<file path="config.mk">
export PLATFORM = sky130hd
export DESIGN_NAME = openpgp_key_packet_parser_unit
export DESIGN_NICKNAME = d
export VERILOG_FILES = /design/src/rtl/okpp_pkg.sv /design/src/rtl/openpgp_key_packet_parser_unit.sv /design/src/rtl/okpp_core.sv
export SDC_FILE = /design/constraint.sdc
export NUM_CORES = 1
export LEC_CHECK = 0
export BUFFER_PORTS_ARGS = -buffer_cell sky130_fd_sc_hd__buf_4
export CELL_PAD_IN_SITES_DETAIL_PLACEMENT = 1
export CELL_PAD_IN_SITES_GLOBAL_PLACEMENT = 1
export CORE_ASPECT_RATIO = 2
export CORE_MARGIN = 4
export CORE_UTILIZATION = 35
export CTS_CLUSTER_DIAMETER = 80
export DETAILED_ROUTE_END_ITERATION = 8
export HOLD_SLACK_MARGIN = 0.03
export PLACE_DENSITY = 0.69
export SLEW_MARGIN = 20
export SYNTH_ARGS = -nofsm -noshare
export SYNTH_HDL_FRONTEND = slang
export SYNTH_SLANG_ARGS = --single-unit
</file>
<file path="constraint.sdc">
create_clock -name clk -period 5.8 [get_ports clk]
set_input_delay 0.58 -clock clk [delete_from_list [all_inputs] [get_ports clk]]
set_output_delay 0.58 -clock clk [all_outputs]
set_load 0.01 [all_outputs]
</file>
<file path="src/rtl/okpp_pkg.sv">
package okpp_pkg;

  localparam int PACKET_LENGTH_BITS_DEF = 32;
  localparam int SECONDS_PER_DAY = 24 * 3600;

  // tag byte fields
  localparam logic [7:0] TAG_VALID_BIT = 8'h80;
  localparam logic [7:0] TAG_NEW_FMT_BIT = 8'h40;
  localparam logic [1:0] LEN_TYPE_TO_END = 2'd3;

  // packet kinds of interest
  localparam logic [3:0] PKT_SIGNATURE = 4'd2;
  localparam logic [3:0] PKT_SECRET_KEY = 4'd5;
  localparam logic [3:0] PKT_PUBLIC_KEY = 4'd6;

  // key packet versions
  localparam logic [7:0] KEY_V3 = 8'd3;
  localparam logic [7:0] KEY_V4 = 8'd4;

  // algorithm bytes
  localparam logic [7:0] ALG_BYTE_RSA = 8'd1;
  localparam logic [7:0] ALG_BYTE_RSA_SIGN = 8'd3;
  localparam logic [7:0] ALG_BYTE_DSA = 8'd17;

  localparam logic [7:0] S2K_SPECIFIER = 8'd255;
  localparam logic [7:0] S2K_PLAIN = 8'd0;
  localparam logic [7:0] SYM_ALG_LIMIT = 8'd11;
  localparam logic [7:0] SIG_V3 = 8'd3;
  localparam logic [7:0] SIG_V3_HASHED_LEN = 8'd5;

  localparam logic [2:0] MPI_MODULUS = 3'd0;
  localparam logic [2:0] MPI_EXPONENT = 3'd1;
  localparam logic [2:0] MPI_PRIV_EXP = 3'd2;
  localparam logic [2:0] MPI_LAST = 3'd4;

  typedef enum logic [3:0] {
    PH_TAG,
    PH_LEN,
    PH_SKIP,
    PH_PK_VER,
    PH_PK_TIME,
    PH_PK_DAYS,
    PH_PK_ALG,
    PH_MPI_LEN,
    PH_MPI_DATA,
    PH_S2K,
    PH_SIG_VER,
    PH_SIG_SIZE,
    PH_SIG_TYPE,
    PH_SIG_TIME
  } phase_t;

  typedef enum logic [3:0] {
    ST_OK,
    ST_BAD_TAG,
    ST_NEW_FORMAT,
    ST_VERSION,
    ST_DSA,
    ST_OTHER_ALG,
    ST_S2K_SPEC,
    ST_BAD_SYM_ALG,
    ST_ENCRYPTED,
    ST_SIG_SIZE,
    ST_TRUNCATED
  } status_t;

  typedef enum logic [1:0] {
    KALG_NONE,
    KALG_RSA,
    KALG_DSA
  } key_alg_t;

  typedef struct packed {
    logic        mpi_byte_valid;
    logic [2:0]  mpi_field;
    logic [7:0]  mpi_data;
    logic        file_done;
    status_t     parse_status;
    logic [2:0]  key_version;
    logic [31:0] created_time;
    logic [33:0] valid_until;
    key_alg_t    key_algorithm;
  } result_t;

endpackage

</file>
<file path="src/rtl/openpgp_key_packet_parser_unit.sv">
// A byte is held in the input register; the core's result for it is captured in the output
// register in the same cycle as the parser state update, once the output slot is free.
// Throughput: one byte per cycle unless the output stalls, set by the parser state update.
// Reset: rst is synchronous, active high; clears both stages, the parser state and the
// key_file_mode register. The configuration channel is always ready.
module openpgp_key_packet_parser_unit #(
  parameter int PACKET_LENGTH_BITS = okpp_pkg::PACKET_LENGTH_BITS_DEF
) (
  input  logic        clk,
  input  logic        rst,
  input  logic        cfg_valid,
  output logic        cfg_ready,
  input  logic        cfg_data,       // key_file_mode
  input  logic        s_axis_tvalid,
  output logic        s_axis_tready,
  input  logic [7:0]  s_axis_tdata,   // [7:0] file_byte
  input  logic        s_axis_tlast,   // last_byte
  output logic        m_axis_tvalid,
  input  logic        m_axis_tready,
  // [7:0] mpi_data, [11:8] parse_status, [14:12] key_version, [46:15] created_time,
  // [80:47] valid_until, [82:81] key_algorithm, [87:83] zero
  output logic [87:0] m_axis_tdata,
  output logic [3:0]  m_axis_tuser,   // [0] mpi_byte_valid, [3:1] mpi_field
  output logic        m_axis_tlast    // file_done
);
  import okpp_pkg::*;

  logic       key_file_mode;
  logic       in_valid;
  logic [7:0] in_byte;
  logic       in_last;
  logic       advance;
  result_t    res;

  assign cfg_ready     = 1'b1;
  assign advance       = in_valid && (!m_axis_tvalid || m_axis_tready);
  assign s_axis_tready = !in_valid || advance;

  always_ff @(posedge clk) begin
    if (rst) begin
      key_file_mode <= 1'b0;
    end else if (cfg_valid && cfg_ready) begin
      key_file_mode <= cfg_data;
    end
  end

  always_ff @(posedge clk) begin
    if (rst) begin
      in_valid <= 1'b0;
    end else if (s_axis_tready) begin
      in_valid <= s_axis_tvalid;
    end
  end

  always_ff @(posedge clk) begin
    if (s_axis_tvalid && s_axis_tready) begin
      in_byte <= s_axis_tdata;
      in_last <= s_axis_tlast;
    end
  end

  okpp_core #(
    .PACKET_LENGTH_BITS(PACKET_LENGTH_BITS)
  ) u_core (
    .clk          (clk),
    .rst          (rst),
    .step_en      (advance),
    .step_byte    (in_byte),
    .step_last    (in_last),
    .key_file_mode(key_file_mode),
    .res          (res)
  );

  always_ff @(posedge clk) begin
    if (rst) begin
      m_axis_tvalid <= 1'b0;
    end else if (advance) begin
      m_axis_tvalid <= 1'b1;
    end else if (m_axis_tready) begin
      m_axis_tvalid <= 1'b0;
    end
  end

  always_ff @(posedge clk) begin
    if (advance) begin
      m_axis_tdata <= {5'd0, res.key_algorithm, res.valid_until, res.created_time,
                       res.key_version, res.parse_status, res.mpi_data};
      m_axis_tuser <= {res.mpi_field, res.mpi_byte_valid};
      m_axis_tlast <= res.file_done;
    end
  end

  a_summary_only_at_end: assert property (@(posedge clk) disable iff (rst)
    m_axis_tvalid && !m_axis_tlast |-> m_axis_tdata[82:8] == 75'd0)
    else $error("file summary present on a non-final result");

  a_mpi_fields_gated: assert property (@(posedge clk) disable iff (rst)
    m_axis_tvalid && !m_axis_tuser[0] |-> m_axis_tuser[3:1] == 3'd0 &&
                                          m_axis_tdata[7:0] == 8'd0)
    else $error("MPI payload present without MPI flag");

endmodule

</file>
<file path="src/rtl/okpp_core.sv">
module okpp_core #(
  parameter int PACKET_LENGTH_BITS = okpp_pkg::PACKET_LENGTH_BITS_DEF
) (
  input  logic             clk,
  input  logic             rst,
  input  logic             step_en,
  input  logic [7:0]       step_byte,
  input  logic             step_last,
  input  logic             key_file_mode,
  output okpp_pkg::result_t res
);
  import okpp_pkg::*;

  localparam logic [32:0] MAX_LEN = (33'd1 << PACKET_LENGTH_BITS) - 33'd1;

  phase_t                          phase, phase_next;
  logic [2:0]                      fbc, fbc_next;
  logic [PACKET_LENGTH_BITS-1:0]   remaining, remaining_next;
  logic                            run_to_end, run_to_end_next;
  logic [31:0]                     acc, acc_next;
  logic [3:0]                      kind, kind_next;
  logic [2:0]                      version_seen, version_seen_next;
  logic [31:0]                     created, created_next;
  logic [33:0]                     expiry_time, expiry_time_next;
  key_alg_t                        alg, alg_next;
  logic [2:0]                      mpi_index, mpi_index_next;
  logic [13:0]                     mpi_remaining, mpi_remaining_next;
  status_t                         err, err_next;

  logic [31:0] acc_shift;
  logic [2:0]  fbc_inc;
  logic [16:0] mpi_bits_rnd;
  logic [33:0] days_secs;
  logic [15:0] days;
  logic        check_end;
  status_t     final_err;
  phase_t      nam_phase;
  logic [2:0]  nam_index;
  logic        nam_begin;
  logic [13:0] mpi_rem_dec;

  function automatic phase_t body_phase(input logic [3:0] k, input logic mode);
    phase_t p;
    p = PH_SKIP;
    if (!mode) begin
      if (k == PKT_PUBLIC_KEY) p = PH_PK_VER;
      else if (k == PKT_SIGNATURE) p = PH_SIG_VER;
    end else if (k == PKT_SECRET_KEY) begin
      p = PH_PK_VER;
    end
    return p;
  endfunction

  assign acc_shift    = {acc[23:0], step_byte};
  assign fbc_inc      = fbc + 3'd1;
  assign mpi_bits_rnd = {1'b0, acc_shift[15:0]} + 17'd7;
  assign days         = acc_shift[15:0];
  assign days_secs    = 34'(days) * 34'(SECONDS_PER_DAY);
  assign mpi_rem_dec  = mpi_remaining - 14'd1;

  // what follows a finished MPI
  always_comb begin
    nam_phase = PH_MPI_LEN;
    nam_index = mpi_index;
    nam_begin = 1'b0;
    if (mpi_index == MPI_EXPONENT) begin
      nam_phase = key_file_mode ? PH_S2K : PH_SKIP;
    end else if (mpi_index >= MPI_LAST) begin
      nam_phase = PH_SKIP;
    end else begin
      nam_index = mpi_index + 3'd1;
      nam_begin = 1'b1;
    end
  end

  always_comb begin
    phase_next         = phase;
    fbc_next           = fbc;
    remaining_next     = remaining;
    run_to_end_next    = run_to_end;
    acc_next           = acc;
    kind_next          = kind;
    version_seen_next  = version_seen;
    created_next       = created;
    expiry_time_next   = expiry_time;
    alg_next           = alg;
    mpi_index_next     = mpi_index;
    mpi_remaining_next = mpi_remaining;
    err_next           = err;
    check_end          = 1'b0;
    final_err          = ST_OK;
    res                = '0;

    if (step_en && err == ST_OK) begin
      unique case (phase)
        PH_TAG: begin
          if ((step_byte & TAG_VALID_BIT) == 8'd0) begin
            err_next = ST_BAD_TAG;
          end else if ((step_byte & TAG_NEW_FMT_BIT) != 8'd0) begin
            err_next = ST_NEW_FORMAT;
          end else begin
            kind_next      = step_byte[5:2];
            remaining_next = '0;
            if (step_byte[1:0] == LEN_TYPE_TO_END) begin
              run_to_end_next = 1'b1;
              phase_next      = body_phase(step_byte[5:2], key_file_mode);
            end else begin
              run_to_end_next = 1'b0;
              fbc_next        = (step_byte[1:0] == 2'd0) ? 3'd1 : {step_byte[1:0], 1'b0};
              acc_next        = '0;
              phase_next      = PH_LEN;
            end
          end
        end
        PH_LEN: begin
          acc_next = acc_shift;
          fbc_next = fbc - 3'd1;
          if (fbc == 3'd1) begin
            // lengths past the counter width saturate
            remaining_next = ({1'b0, acc_shift} > MAX_LEN) ? '1
                                                           : acc_shift[PACKET_LENGTH_BITS-1:0];
            phase_next     = body_phase(kind, key_file_mode);
            check_end      = 1'b1;
          end
        end
        default: begin
          check_end = 1'b1;
          if (!run_to_end && remaining != '0)
            remaining_next = remaining - PACKET_LENGTH_BITS'(1);
          unique case (phase)
            PH_PK_VER: begin
              if (step_byte < KEY_V3 || step_byte > KEY_V4) begin
                err_next = ST_VERSION;
              end else begin
                version_seen_next = step_byte[2:0];
                expiry_time_next  = '0;
                phase_next        = PH_PK_TIME;
                fbc_next          = '0;
                acc_next          = '0;
              end
            end
            PH_PK_TIME: begin
              acc_next = acc_shift;
              fbc_next = fbc_inc;
              if (fbc_inc == 3'd4) begin
                created_next = acc_shift;
                phase_next   = (version_seen == KEY_V3[2:0]) ? PH_PK_DAYS : PH_PK_ALG;
                fbc_next     = '0;
                acc_next     = '0;
              end
            end
            PH_PK_DAYS: begin
              acc_next = acc_shift;
              fbc_next = fbc_inc;
              if (fbc_inc == 3'd2) begin
                expiry_time_next = (days != 16'd0) ? ({2'b00, created} + days_secs) : '0;
                phase_next       = PH_PK_ALG;
              end
            end
            PH_PK_ALG: begin
              if (step_byte == ALG_BYTE_RSA || step_byte == ALG_BYTE_RSA_SIGN) begin
                alg_next       = KALG_RSA;
                mpi_index_next = MPI_MODULUS;
                phase_next     = PH_MPI_LEN;
                fbc_next       = '0;
                acc_next       = '0;
              end else if (step_byte == ALG_BYTE_DSA) begin
                alg_next = KALG_DSA;
                err_next = ST_DSA;
              end else begin
                alg_next = KALG_NONE;
                err_next = ST_OTHER_ALG;
              end
            end
            PH_MPI_LEN: begin
              acc_next = acc_shift;
              fbc_next = fbc_inc;
              if (fbc_inc == 3'd2) begin
                mpi_remaining_next = mpi_bits_rnd[16:3];
                if (mpi_bits_rnd[16:3] == 14'd0) begin
                  phase_next     = nam_phase;
                  mpi_index_next = nam_index;
                  if (nam_begin) begin
                    fbc_next = '0;
                    acc_next = '0;
                  end
                end else begin
                  phase_next = PH_MPI_DATA;
                end
              end
            end
            PH_MPI_DATA: begin
              res.mpi_byte_valid = 1'b1;
              res.mpi_field      = mpi_index;
              res.mpi_data       = step_byte;
              mpi_remaining_next = mpi_rem_dec;
              if (mpi_rem_dec == 14'd0) begin
                phase_next     = nam_phase;
                mpi_index_next = nam_index;
                if (nam_begin) begin
                  fbc_next = '0;
                  acc_next = '0;
                end
              end
            end
            PH_S2K: begin
              if (step_byte == S2K_SPECIFIER) begin
                err_next = ST_S2K_SPEC;
              end else if (step_byte >= SYM_ALG_LIMIT) begin
                err_next = ST_BAD_SYM_ALG;
              end else if (step_byte != S2K_PLAIN) begin
                err_next = ST_ENCRYPTED;
              end else begin
                mpi_index_next = MPI_PRIV_EXP;
                phase_next     = PH_MPI_LEN;
                fbc_next       = '0;
                acc_next       = '0;
              end
            end
            PH_SIG_VER: phase_next = (step_byte == SIG_V3) ? PH_SIG_SIZE : PH_SKIP;
            PH_SIG_SIZE: begin
              if (step_byte != SIG_V3_HASHED_LEN) err_next = ST_SIG_SIZE;
              else phase_next = PH_SIG_TYPE;
            end
            PH_SIG_TYPE: begin
              phase_next = PH_SIG_TIME;
              fbc_next   = '0;
              acc_next   = '0;
            end
            PH_SIG_TIME: begin
              fbc_next = fbc_inc;
              if (fbc_inc == 3'd4) phase_next = PH_SKIP;
            end
            default: ;
          endcase
        end
      endcase

      // end of a counted packet
      if (check_end && err_next == ST_OK && !run_to_end_next && remaining_next == '0) begin
        if (phase_next == PH_SKIP) phase_next = PH_TAG;
        else err_next = ST_TRUNCATED;
      end
    end

    if (step_en && step_last) begin
      final_err = err_next;
      if (err_next == ST_OK &&
          !(phase_next == PH_TAG || (run_to_end_next && phase_next == PH_SKIP)))
        final_err = ST_TRUNCATED;
      res.file_done     = 1'b1;
      res.parse_status  = final_err;
      res.key_version   = version_seen_next;
      res.created_time  = created_next;
      res.valid_until   = expiry_time_next;
      res.key_algorithm = alg_next;
      // next byte starts a new file
      phase_next         = PH_TAG;
      fbc_next           = '0;
      remaining_next     = '0;
      run_to_end_next    = 1'b0;
      acc_next           = '0;
      kind_next          = '0;
      version_seen_next  = '0;
      created_next       = '0;
      expiry_time_next   = '0;
      alg_next           = KALG_NONE;
      mpi_index_next     = '0;
      mpi_remaining_next = '0;
      err_next           = ST_OK;
    end
  end

  always_ff @(posedge clk) begin
    if (rst) begin
      phase         <= PH_TAG;
      fbc           <= '0;
      remaining     <= '0;
      run_to_end    <= 1'b0;
      acc           <= '0;
      kind          <= '0;
      version_seen  <= '0;
      created       <= '0;
      expiry_time   <= '0;
      alg           <= KALG_NONE;
      mpi_index     <= '0;
      mpi_remaining <= '0;
      err           <= ST_OK;
    end else begin
      phase         <= phase_next;
      fbc           <= fbc_next;
      remaining     <= remaining_next;
      run_to_end    <= run_to_end_next;
      acc           <= acc_next;
      kind          <= kind_next;
      version_seen  <= version_seen_next;
      created       <= created_next;
      expiry_time   <= expiry_time_next;
      alg           <= alg_next;
      mpi_index     <= mpi_index_next;
      mpi_remaining <= mpi_remaining_next;
      err           <= err_next;
    end
  end

  a_err_sticky: assert property (@(posedge clk) disable iff (rst)
    err != ST_OK && !(step_en && step_last) |=> err == $past(err))
    else $error("latched error changed before end of file");

  a_mpi_rem_nonzero: assert property (@(posedge clk) disable iff (rst)
    phase == PH_MPI_DATA |-> mpi_remaining != 14'd0)
    else $error("in MPI data with no bytes left");

  a_mpi_index_range: assert property (@(posedge clk) disable iff (rst)
    mpi_index <= MPI_LAST)
    else $error("MPI index out of range");

endmodule
</file>
Word-level counts from Yosys, hierarchy flattened
Index checks and enable logic that the tools add are counted.
{"block": "word_totals", "regBits": 260, "inputBits": 15}
{"block": "classes", "n_mux": 135, "multipliers": 1, "bitwise": 6, "addsub": 7, "reduce_logical": 49, "n_eq_ne": 48, "n_lt_le_gt_ge": 4}
{"cell": "$mux W24", "count": 14}
{"cell": "$mux W32", "count": 9}
{"cell": "$pmux W24 S8", "count": 1}
{"cell": "$mux W34", "count": 5}
{"cell": "$mux W4", "count": 42}
{"cell": "$mux W3", "count": 28}
{"cell": "$mux W76", "count": 1}
{"cell": "$pmux W34 S2", "count": 1}
{"cell": "$pmux W32 S2", "count": 1}
{"cell": "$pmux W24 S2", "count": 1}
{"cell": "$pmux W4 S11", "count": 1}
{"cell": "$add A32 B33 Y34", "count": 1}
{"cell": "$eq A4 B3 Y1 const B", "count": 8}
{"cell": "$logic_not A32 Y1", "count": 1}
{"cell": "$reduce_bool A32 Y1", "count": 1}
{"cell": "$sub A32 B1 Y32 const B", "count": 1}
{"cell": "$logic_not A14 Y1", "count": 2}
{"cell": "$pmux W14 S2", "count": 1}
{"cell": "$mul A16 B10 Y26 const B", "count": 1}
{"cell": "$eq A4 B4 Y1 const B", "count": 6}
{"cell": "$pmux W3 S8", "count": 1}
{"cell": "$reduce_and A12 Y1", "count": 2}
{"cell": "$eq A4 B2 Y1 const B", "count": 5}
{"cell": "$logic_not A4 Y1", "count": 5}
{"cell": "other kinds (47)", "count": 111}

Longest topological paths before layout
{"block": "logic_depth", "ltp_word": 20, "ltp_mapped": 27}

Modules after synthesis
A second synthesis with hierarchy kept.
{"block": "unflattened", "cells_unflattened": 1946, "area_unflattened_um2": 17065.1}
{"mod": "okpp_core", "area_per_inst_um2": 13962.1, "n_inst": 1, "cells_per_inst": 1828}
{"mod": "openpgp_key_packet_parser_unit", "area_per_inst_um2": 3103.0, "n_inst": 1, "cells_per_inst": 118}

Worst setup path after synthesis
OpenSTA, ideal clock, no wires.
{"block": "synth_timing", "path_kind": "register -> register", "start": "register in_byte[5]", "end": "register m_axis_tdata[80] (data pin)", "path_stages_with_launch": 26, "t_arrival_ns": 5.982, "slack_ns": -0.448, "period_less_slack_ns": 6.248, "path_cell_list": "edfxtp_1 clkbuf_1 inv_1 fa_1 inv_1 fa_1 ha_1 inv_1 fa_1 inv_1 ha_1 and2_1 a211oi_1 o21ai_0 o311a_1 nor3_1 o21ai_0 xnor2_1 ha_1 a21oi_1 o21ai_0 a41o_1 a2111oi_0 a2111oi_0 a21oi_1 nor2_1"}
{"block": "synth_between", "elab_chain_cells": 7, "word_cells_on_any_way": 12}
{"element": "start: declaration", "line_no": "openpgp_key_packet_parser_unit.sv:30", "source": "logic [7:0] in_byte;"}
{"element": "start signal: assignment", "line_no": "openpgp_key_packet_parser_unit.sv:57", "source": "in_byte <= s_axis_tdata;"}
{"element": "$mul A16 B10 Y26", "line_no": "okpp_core.sv:58", "source": "assign days_secs = 34'(days) * 34'(SECONDS_PER_DAY);"}
{"element": "$add A32 B33 Y34", "line_no": "okpp_core.sv:156", "source": "expiry_time_next = (days != 16'd0) ? ({2'b00, created} + days_secs) : '0;"}
{"element": "$mux W34", "line_no": "okpp_core.sv:156"}
{"element": "$mux W34", "line_no": "okpp_core.sv:155", "source": "if (fbc_inc == 3'd2) begin"}
{"element": "$pmux W34 S2 *", "line_no": "okpp_core.sv:130", "source": "unique case (phase)"}
{"element": "$mux W34 *", "line_no": "okpp_core.sv:95", "source": "unique case (phase)"}
{"element": "$mux W34 *", "line_no": "okpp_core.sv:94", "source": "if (step_en && err == ST_OK) begin"}
{"element": "end signal: assignment", "line_no": "openpgp_key_packet_parser_unit.sv:86", "source": "m_axis_tdata <= {5'd0, res.key_algorithm, res.valid_until, res.created_time,"}
{"element": "end: declaration", "line_no": "openpgp_key_packet_parser_unit.sv:22", "source": "output logic [87:0] m_axis_tdata,"}
Mark *: on every way between the ends. The rest lies on a longest branch, timed or not.
A chain may end at the register's enable or synchronous reset.

Final worst setup path
{"block": "layout_timing", "start": "register in_byte[2]", "end": "register m_axis_tdata[80] (data pin)"}
The elaborated chain is that of the path after synthesis.

==> impl_metrics.yaml <==
run_status:
  status: "complete, but fails checks"
  violations: "setup timing"
route:
  remaining_drc_errors: 0
  viasPerCell: 5.789
  wl_um: 66500
  routedWlPerCell_um: 23.96
  ant_nets: 0
  num_vias: 16071
  drtPass1Iterations: 5
  drtIter0Drc: 825
worst_setup_path:
  critPathCapture: "m_axis_tdata[80]"
  reg2reg_from: "in_byte[2]"
  critPathArrivalTime_ns: 6.43
  crit_path_end_kind: "register"
  critical_path_class: "register to register"
  ff2ff_path_depth: 26
  startpoint: "in_byte[2]"
  start_kind: "register"
  worstReg2RegEnd: "m_axis_tdata[80]"
  worstPathRequired_ns: 6.10
  cp_max_fo: 3
  rrSetupSlack_ns: -0.33
cts:
  htree_levels: 1
  cts_tree: "done"
  cts_root_buffer: "clkbuf_16"
  clk_latency_ns: 0.59
  cts_buffer_depth: 3
  tritoncts_num_sinks: 260
  postCtsHoldBufs: 0
  clkTransAtPathRegs_ns: 0.07
  cts_buffers: 27
logic_synthesis:
  synth-seq-cells: 260
  avgSynthCellArea_um2: 8.715
  synth_area_um2: 17030
  synth_top_cell_area_share: 0.1916
  netlist_instances: 1954
  synth.distinct_cells: 91
  ys_seq_area_frac: 0.3627
  synthAdderAreaFrac: 0.1330
  muxShareOfSynthArea: 0.02711
  async_flop_share: 0
  synth-simple-area-share: 0.2081
  synth_ff_type: "dfxtp_1"
  synth.largest_area_cell: "dfxtp_1"
  synth_top_family_by_area: "simple AND/OR/NAND/NOR gates"
  ys_warn_count: 0
  synth_compound_area_frac: 0.1838
  synth-edff-count: 97
  synth_area_leaders: "dfxtp_1 19%, edfxtp_1 17%, ha_1 9.8%"
  synth_xor_area_frac: 0.03086
cells_and_area:
  ff_latch_area_um2: 6176
  drive_gt1_frac: 0.1852
  n_antenna_cell: 0
  fillers: 5735
  nNetsFinal: 2295
  area_delta_synth_final_pct: 21.15
  multiInputGateArea_um2: 10360
power:
  leakage_nw: 8.377
  p_sw_mw: 1.901
  powerDensity_nw_per_um2: 273.9
  p_int_mw: 3.748
  pwr-share-comb: 0.308
  p_clk_frac: 0.338
  p_seq_frac: 0.354
  swShare: 0.3366
  ir_drop_mv: 0.2312
grt:
  grt_max_degree: 71
  grt_pass1_wl_um: 101000
  global_route.usage.total: 0.2486
  grt_pass1_vias: 17185
  antenna_found_initial: 1
  grt-ovfl-total: 0
min_path:
  hold_start: "s_axis_tlast"
  hp-class: "input pin to register"
job:
  drv_cap: 0
sta:
  layout_setup_ws_ns: -0.3316
  worst_pin_slew_ns: 1.009
  final-setup-viol-count: 13
  drv_slew: 0
  fmax_mhz: 163.1
  fin_crit_ns: 6.132
  fin_skew_ns: 0.02682
  slew_headroom: 0.3245
  fin_crit_sh: 1.057
  worst_hold_slack_ns: 0.1624
  hold_violations: 0
  rsz0062_at_grt: "yes"
die:
  dieArea_um2: 52460
  row_count: 114
  core_um2: 48210
  die_x_um: 164.0
  die_h_um: 319.9
  ioPinCount: 111
  initial_core_util: 0.3532
place:
  gp_congestion: 1.004
  post-place-ws_ns: -0.4869
  hpwl_um: 50300
  io_buffer_count: 104
==> routing by layer <==
layer  global-route usage  routed length [um]  vias to the layer above
met3              0.02527                2092                      216
met1               0.2477               23120                     8058
met4               0.1455                4649                        2
met5                    0                  13                        -
met2               0.4840               36620                      415
li1                     -                   -                     7380
==> area by class of cell <==
class | instances | share of cell area
multi-input cells | 1464 | 0.5022
flip-flops and latches | 260 | 0.2994
repair buffers | 253 | 0.09382
well taps | 638 | 0.03869
clock buffers | 34 | 0.03602
inverters | 111 | 0.02020
clock inverters | 16 | 0.009703
==> metrics by stage <==
step                      power (mW)  utilization  instance area, um2   TNS, ns  instances
after global placement         3.633       0.3983               19200   -0.9919       2707
after floorplan                3.060            -               17100  -0.04690       1958
after global routing           5.918       0.4279               20630    -7.152       2776
final                          5.650       0.4279               20630    -2.603       2776
after detailed placement       3.685       0.3983               19200    -3.812       2707
after CTS                      5.641       0.4226               20370    -1.205       2766
==> registers in the layout, summed over array words and instances (netlist names) <==
name	count
m_axis_tdata	83
u_core.expiry_time	34
u_core.created	32
u_core.remaining	32
u_core.acc	24
u_core.mpi_remaining	14
in_byte	8
m_axis_tuser	4
u_core.err	4
u_core.kind	4
u_core.phase	4
u_core.fbc	3
u_core.mpi_index	3
u_core.version_seen	3
u_core.alg	2
in_last	1
in_valid	1
key_file_mode	1
m_axis_tlast	1
m_axis_tvalid	1
u_core.run_to_end	1
==> power groups by stage <==
| stage | logic (mW) | clock network [mW] | registers, mW |
|---|---|---|---|
| floorplan | 1.04 | 0 | 2.02 |
| global placement | 1.60 | 0 | 2.04 |
| detailed placement | 1.65 | 0 | 2.04 |
| CTS | 1.69 | 1.95 | 2.00 |
| global route | 1.89 | 2.02 | 2.00 |
| finish | 1.74 | 1.91 | 2.00 |
==> how the worst min path moves through the flow <==
stage	to	slack, ns	cells past startpoint
after floorplan	u_core.expiry_time[26]	0.44	2
after global placement	u_core.expiry_time[26]	0.45	2
after detailed placement	u_core.expiry_time[26]	0.46	2
after CTS	in_last	0.14	1
after global routing	in_last	0.16	1
final	in_last	0.16	1
==> timing repair <==
item	in CTS	in global routing
pin swaps	21	10
cloned	0	0
endpoints found under the setup margin	19	23
resized for setup	36	33
setup buffers	9	10
==> cell usage in the layout (no fill, tap or decap), drive strengths merged, types with 20 or more instances in the layout <==
cell type  netlist  final
buf             20    253
nand3           51     51
fa              30     30
inv            110    113
and2            22     22
mux2i           45     45
xnor2           41     41
nor3            72     72
a21oi          103    103
a22oi           68     68
dfxtp          163    163
ha             133    133
nor2           296    296
a31oi           22     22
nand4           20     20
clkbuf         103     34
nor4            27     27
nand2          112    112
edfxtp          97     97
o21ai           91     91
==> cell usage after synthesis, types with 8 or more instances <==
cell,n
nor2_1,295
dfxtp_1,163
ha_1,133
nand2_1,112
inv_1,110
a21oi_1,103
clkbuf_1,103
edfxtp_1,97
o21ai_0,90
nor3_1,69
a22oi_1,68
nand3_1,51
mux2i_1,45
xnor2_1,41
fa_1,30
nor4_1,25
a31oi_1,22
and2_1,21
nand4_1,19
xor2_1,19
a211oi_1,18
and3_1,17
nand2b_1,17
nor2b_1,15
o211ai_1,15
a21o_1,14
or3_1,14
or2_2,12
or4_1,12
a221oi_1,11
o22ai_1,11
o21a_1,10
a2111oi_0,9
buf_1,9
nand3b_1,9
o2111ai_1,9
o31ai_1,8
==> critical path: stages (launching register included) <==
cell and delay (ns):
edfxtp_1 0.46, buf_4 0.18, ha_4 0.27, xor2_1 0.16, ha_1 0.26, fa_1 0.44
ha_1 0.29, inv_1 0.05, fa_1 0.49, inv_2 0.05, ha_4 0.24, and2_4 0.17
a211oi_2 0.22, o21ai_2 0.12, o311a_4 0.34, nor3_4 0.14, o21ai_2 0.10, xnor2_1 0.15
ha_1 0.36, a21oi_4 0.19, buf_6 0.13, o21ai_4 0.05, a41o_1 0.28, a2111oi_4 0.38
a2111oi_4 0.09, a21oi_2 0.16, nor2_1 0.06
==> logic make-up (layout without fill, tap and decap cells) <==
logic type                 count (synthesis)  count (layout)
adders and majority gates                163             163
and+or+nand+nor                          724             724
AOI/OAI and AO/OA                        465             465
other                                      2               6
DFF                                      260             260
xor gates and xnor gates                  60              60
buffers and inverters                    234             414
muxes                                     46              46
Power figures use the tool's default switching activity.
